### config.mk
export PLATFORM = sky130hd
export DESIGN_NAME = dsa_addr_calc
export DESIGN_NICKNAME = d
export VERILOG_FILES = /design/src/design/dsa_pkg.sv /design/src/design/dsa_addr_calc.sv
export SDC_FILE = /design/constraint.sdc
export NUM_CORES = 1
export LEC_CHECK = 0
export ABC_AREA = 1
export BUFFER_PORTS_ARGS = -buffer_cell sky130_fd_sc_hd__buf_4
export CAP_MARGIN = 20
export CORE_UTILIZATION = 40
export CTS_CLUSTER_SIZE = 30
export DETAILED_ROUTE_END_ITERATION = 6
export GPL_ROUTABILITY_DRIVEN = 0
export GPL_TIMING_DRIVEN = 0
export PLACE_DENSITY = 0.6
export REMOVE_ABC_BUFFERS = 1
export SETUP_SLACK_MARGIN = 0.2
export SLEW_MARGIN = 5
export SYNTH_ARGS = -nofsm -noshare
export SYNTH_HDL_FRONTEND = slang
export SYNTH_SLANG_ARGS = --single-unit
### constraint.sdc
create_clock -name i_clk -period 7.3 [get_ports i_clk]
set_input_delay 1.095 -clock i_clk [delete_from_list [all_inputs] [get_ports i_clk]]
set_output_delay 1.095 -clock i_clk [all_outputs]
set_load 0.1 [all_outputs]
### src/design/dsa_pkg.sv
// ----------------------------------------------------------------------------
// dsa_pkg
// Shared types, widths and codes for the descriptor slot allocator.
// ----------------------------------------------------------------------------
`timescale 1ns / 1ps
`default_nettype none

package dsa_pkg;

    // built capacity of the slot pool
    localparam int MAX_SLOTS = 1024;

    // fixed field widths
    localparam int IDX_W   = 10;
    localparam int ADDR_W  = 48;
    localparam int COUNT_W = 11;
    localparam int BYTES_W = 13;
    localparam int PROD_W  = BYTES_W + IDX_W;

    // stack pointer and fill count widths follow the capacity
    localparam int PTR_W   = $clog2(MAX_SLOTS);
    localparam int DEPTH_W = $clog2(MAX_SLOTS + 1);
    localparam int CMP_W   = (DEPTH_W > COUNT_W) ? DEPTH_W : COUNT_W;

    // configuration port
    localparam int CFG_IDX_W  = 2;
    localparam int CFG_DATA_W = 48;

    localparam logic [CFG_IDX_W-1:0] CFG_SLOT_COUNT = 2'd0;
    localparam logic [CFG_IDX_W-1:0] CFG_SLOT_BYTES = 2'd1;
    localparam logic [CFG_IDX_W-1:0] CFG_BASE_ADDR  = 2'd2;

    // configuration reset values
    localparam logic [COUNT_W-1:0] SLOT_COUNT_RST = 11'd1024;
    localparam logic [BYTES_W-1:0] SLOT_BYTES_RST = 13'd64;

    typedef logic [IDX_W-1:0]   t_idx;
    typedef logic [ADDR_W-1:0]  t_addr;
    typedef logic [COUNT_W-1:0] t_count;
    typedef logic [BYTES_W-1:0] t_bytes;
    typedef logic [PROD_W-1:0]  t_prod;
    typedef logic [PTR_W-1:0]   t_ptr;
    typedef logic [DEPTH_W-1:0] t_depth;
    typedef logic [CMP_W-1:0]   t_cmp;

    typedef enum logic {
        OP_ALLOC = 1'b0,
        OP_FREE  = 1'b1
    } t_opcode;

    typedef enum logic [1:0] {
        ST_OK        = 2'd0,
        ST_EXHAUSTED = 2'd1,
        ST_BAD_INDEX = 2'd2,
        ST_FULL      = 2'd3
    } t_status;

    typedef enum logic [1:0] {
        S_IDLE,
        S_READ,
        S_MUL,
        S_ADD
    } t_state;

    typedef struct packed {
        t_opcode opcode;
        t_idx    release_index;
    } t_cmd;

    typedef struct packed {
        t_idx    slot_index;
        t_addr   slot_address;
        t_status status;
    } t_result;

endpackage

`default_nettype wire

### src/design/dsa_addr_calc.sv
// ----------------------------------------------------------------------------
// dsa_addr_calc
// Slot address: registered slot size times index, then base added.
// ----------------------------------------------------------------------------
`timescale 1ns / 1ps
`default_nettype none

module dsa_addr_calc (
    input  wire logic           i_clk,
    input  wire dsa_pkg::t_bytes i_slot_bytes,
    input  wire dsa_pkg::t_idx   i_idx,
    input  wire dsa_pkg::t_addr  i_base,
    output dsa_pkg::t_addr       o_addr
);

    dsa_pkg::t_prod r_prod;

    // byte offset of the slot
    always_ff @(posedge i_clk) begin
        r_prod <= dsa_pkg::t_prod'(i_slot_bytes) * dsa_pkg::t_prod'(i_idx);
    end

    // base plus offset, wraps at the address width
    assign o_addr = i_base + dsa_pkg::t_addr'(r_prod);

endmodule

`default_nettype wire

After elaboration in Yosys (flattened, before gate mapping)
Index checks and enable logic that the tools add are counted.
{ "classes": {"n_addsub": 1, "multipliers": 1} }
{ "op_table": {"columns": ["cell", "count"], "rows": [
  ["$add 48x23->48", 1],
  ["$mul 13x10->23", 1]
]} }
{ "totals": {"output_inout_bits": 48, "regBits": 23, "wordCells": 3, "in_bits": 72} }

Longest topological paths before layout
{ "logic_depth": {"word_depth": 1, "ltp_mapped": 23, "depth_no_buf": 22} }

Worst setup path after synthesis
OpenSTA, ideal clock, no wires.
{ "synth_path": {"path_type": "input to register", "from": "in i_slot_bytes[5]", "to": "reg r_prod[19]", "required_ns": 7.188, "stages": 23, "path_buffers": 1, "setup_time_ns": 0.112, "arrival_ns": 5.284, "path_slack_ns": 1.904, "path_cell_list": "clkbuf_1 nand2_1 fa_1 inv_1 fa_1 inv_1 fa_1 inv_1 fa_1 inv_1 fa_1 inv_1 ha_1 a21oi_1 inv_1 nor2_1 nand2_1 nand2_1 nand2_1 nand2_1 nand2_1 nand2_1 nand2_1"} }
{ "synth_between": {"elab_chain_cells": 1} }
{ "synth_rtl": {"columns": ["item", "line_no", "rtl"], "rows": [
  ["from (decl)", "dsa_addr_calc.sv:10", "input wire dsa_pkg::t_bytes i_slot_bytes,"],
  ["$mul 13x10->23", "dsa_addr_calc.sv:20", "r_prod <= dsa_pkg::t_prod'(i_slot_bytes) * dsa_pkg::t_prod'(i_idx);"],
  ["to (signal assigned)", "dsa_addr_calc.sv:20", null],
  ["to (decl)", "dsa_addr_calc.sv:16", "dsa_pkg::t_prod r_prod;"]
]} }
No other way between the ends.

Worst setup path in the final report
{ "layout_path": {"from": "in i_idx[3]", "to": "reg r_prod[19]"} }
{ "layout_between": {"elab_chain_cells": 1} }
{ "layout_rtl": {"columns": ["item", "line_no", "rtl"], "rows": [
  ["from (decl)", "dsa_addr_calc.sv:11", "input wire dsa_pkg::t_idx i_idx,"],
  ["$mul 13x10->23", "dsa_addr_calc.sv:20", null]
]} }
No other way between the ends.

==> results.yml <==
run_status:
  status: "complete, no violations"
clock_tree:
  cts_tree: "yes"
  cts_setup_buffers: 0
  clockBufferDepth: 2
  cts_max_level: 1
  cts_resized: 0
  cts_sinks: 23
  cts.reportedPaths.clkPinSlew_ps: 60
  cts_hold_buf: 0
  cts_buffers: 3
  root_buffer: "clkbuf_16"
synthesis:
  yosysSeqAreaShare_pct: 5.83
  synth.distinct_cells: 35
  ys.warnings.count: 0
  async_flop_share_pct: 0
  synth_top_area_cell: "fa_1"
  post_synth.cell_area_avg_um2: 6.25
  yosys-top-cells-area: "fa_1 (22%), nand2_1 (21%), inv_1 (14%)"
  synth_cells: 1264
  synth-main-ff-cell: "dfxtp_1"
  synth_edf_count: 0
  netlist_area_mm2: 0.00790
  synth_top_area_share_pct: 22.1
  ys_seq_elements: 23
floorplan:
  die-area_mm2: 0.0203
  fp.dieH_um: 143
  die_w_um: 143
  rows: 51
  core_mm2: 0.0194
  initial_core_util_pct: 40.7
  io_pins: 120
timing:
  rsz0062_at_grt: "false"
  max_slew.worst_pin.slew_ps: 363
  max_freq_mhz: 187
  tns_ps: 0
  min_period_over_period_pct: 73.2
  timing.hold.ws_ps: 1160
  hold_violations: 0
  setup_viol: 0
  finalMaxSlewViolations: 0
  slew_headroom_pct: 75.6
  finalCriticalPeriod_ps: 5340
final_layout:
  insertedDiodeCount: 0
  regArea_um2: 460
  largest_reg_flops: 23
  syn_to_final_growth_pct: 15.4
  final_cell_mix: "nand2_1 (450), inv_1 (287), buf_4 (119)"
  layout_commonest_cell: "nand2_1"
  largestRegisters: "r_prod (23)"
  fillers: 2138
  largest_register: "r_prod"
  final_util_pct: 47.0
  fin_nets: 1605
  final_layout_size_suffix_gt1_share_pct: 12.8
  multi_input_area_mm2: 0.00624
placed_design:
  dp_hpwl_mm: 19.5
  port_buffers: 119
drt:
  drc_errors: 0
  drtPass1Iterations: 5
  ant_nets: 0
  drt_iter0_markers: 371
  totalWireLength_mm: 21.9
  vias: 7820
  route.detailed.wl_per_inst_um: 13.4
  viasPerCell: 4.80
worst_setup_path:
  arrival_ps: 5490
  crit_path_max_fanout: 13
  cp.required_ps: 7450
  path_class: "in2reg"
  start_kind: "input pin"
  end_kind: "flop"
global_routing:
  overflow: 0
  grt_pass1_vias: 7751
  grt_pass1_wl_mm: 36.8
  track_usage_pct: 22.7
  antenna_found_initial: 0
  grt_max_degree: 14
run:
  cap_violations: 0
power:
  leakagePower_nw: 5.74
  power_density_mw_per_mm2: 459
  worst_ir_drop_vdd_uv: 190
min_path:
  hp-class: "in2reg"
-- worst max-delay path, stage by stage --
cell and delay [ps]:
buf_4 210, nand2_1 110, fa_1 540, inv_1 50
fa_1 490, inv_1 50, fa_1 470, inv_1 50
fa_1 530, inv_1 50, fa_1 520, inv_1 40
ha_1 350, a21oi_1 200, inv_1 70, nor2_1 100
nand2_1 120, nand2_1 80, nand2_1 80, nand2_1 110
nand2_1 60, nand2_1 60, nand2_1 50
-- worst paths after layout --
path	from	end	cells after the start
min	i_slot_bytes[0]	r_prod[0]	3
max	i_idx[3]	r_prod[19]	23
-- stage by stage --
| stage | std cells | total power, mW | worst slack (ps) | instance area (µm²) |
|---|---|---|---|---|
| floorplan | 1241 | 3.21 | 2220 | 7810 |
| global placement | 1625 | 4.04 | 1710 | 9030 |
| detailed placement | 1625 | 4.07 | 1690 | 9030 |
| CTS | 1629 | 4.20 | 1960 | 9110 |
| global route | 1629 | 4.61 | 1630 | 9110 |
| finish | 1629 | 4.18 | 1960 | 9110 |
-- logic make-up after synthesis --
kind of cell	count (synthesis)	synth area share [%]
AO/OA/AOI/OAI	57	4.06
XOR/XNOR	41	4.55
buffers and inverters	318	15.1
flip-flops	23	5.83
adder cells (fa/ha/maj)	168	34.9
AND/OR/NAND/NOR	657	35.6
-- power breakdown --
| part | total (mW) | internal, mW | switching, mW |
|---|---|---|---|
| sequential | 0.228 | 0.207 | 0.0207 |
| clock | 0.120 | 0.0737 | 0.0465 |
| combinational | 3.83 | 1.07 | 2.76 |
-- cell type report --
class	instances	share of cell area (%)
Clock inverter	1	0.0549
Clock buffer	3	0.824
Tap cell	265	3.64
Inverter	295	12.1
Sequential cell	23	5.05
Multi-Input combinational cell	923	68.5
Timing Repair Buffer	119	9.80
-- cell usage after synthesis (all sizes together) (5+ instances only) --
cell type and count:
nand2 466, inv 294, fa 87, ha 81, nand3 77, nor2 73, a21oi 38, xor2 35
clkbuf 23, dfxtp 23, nand4 18, nor3 15, o21ai 10, xnor2 6, o21bai 5
-- metal layers --
layer / global-route usage (%) / share of wire, % / wire length [µm]
met4: 2.60 / 0.55 / 120
met2: 42.5 / 50 / 10900
met1: 29.5 / 46 / 10100
met3: 1.11 / 3.6 / 791
met5: 0 / 0 / 0
Note: power is estimated with default switching activity, not from simulation.
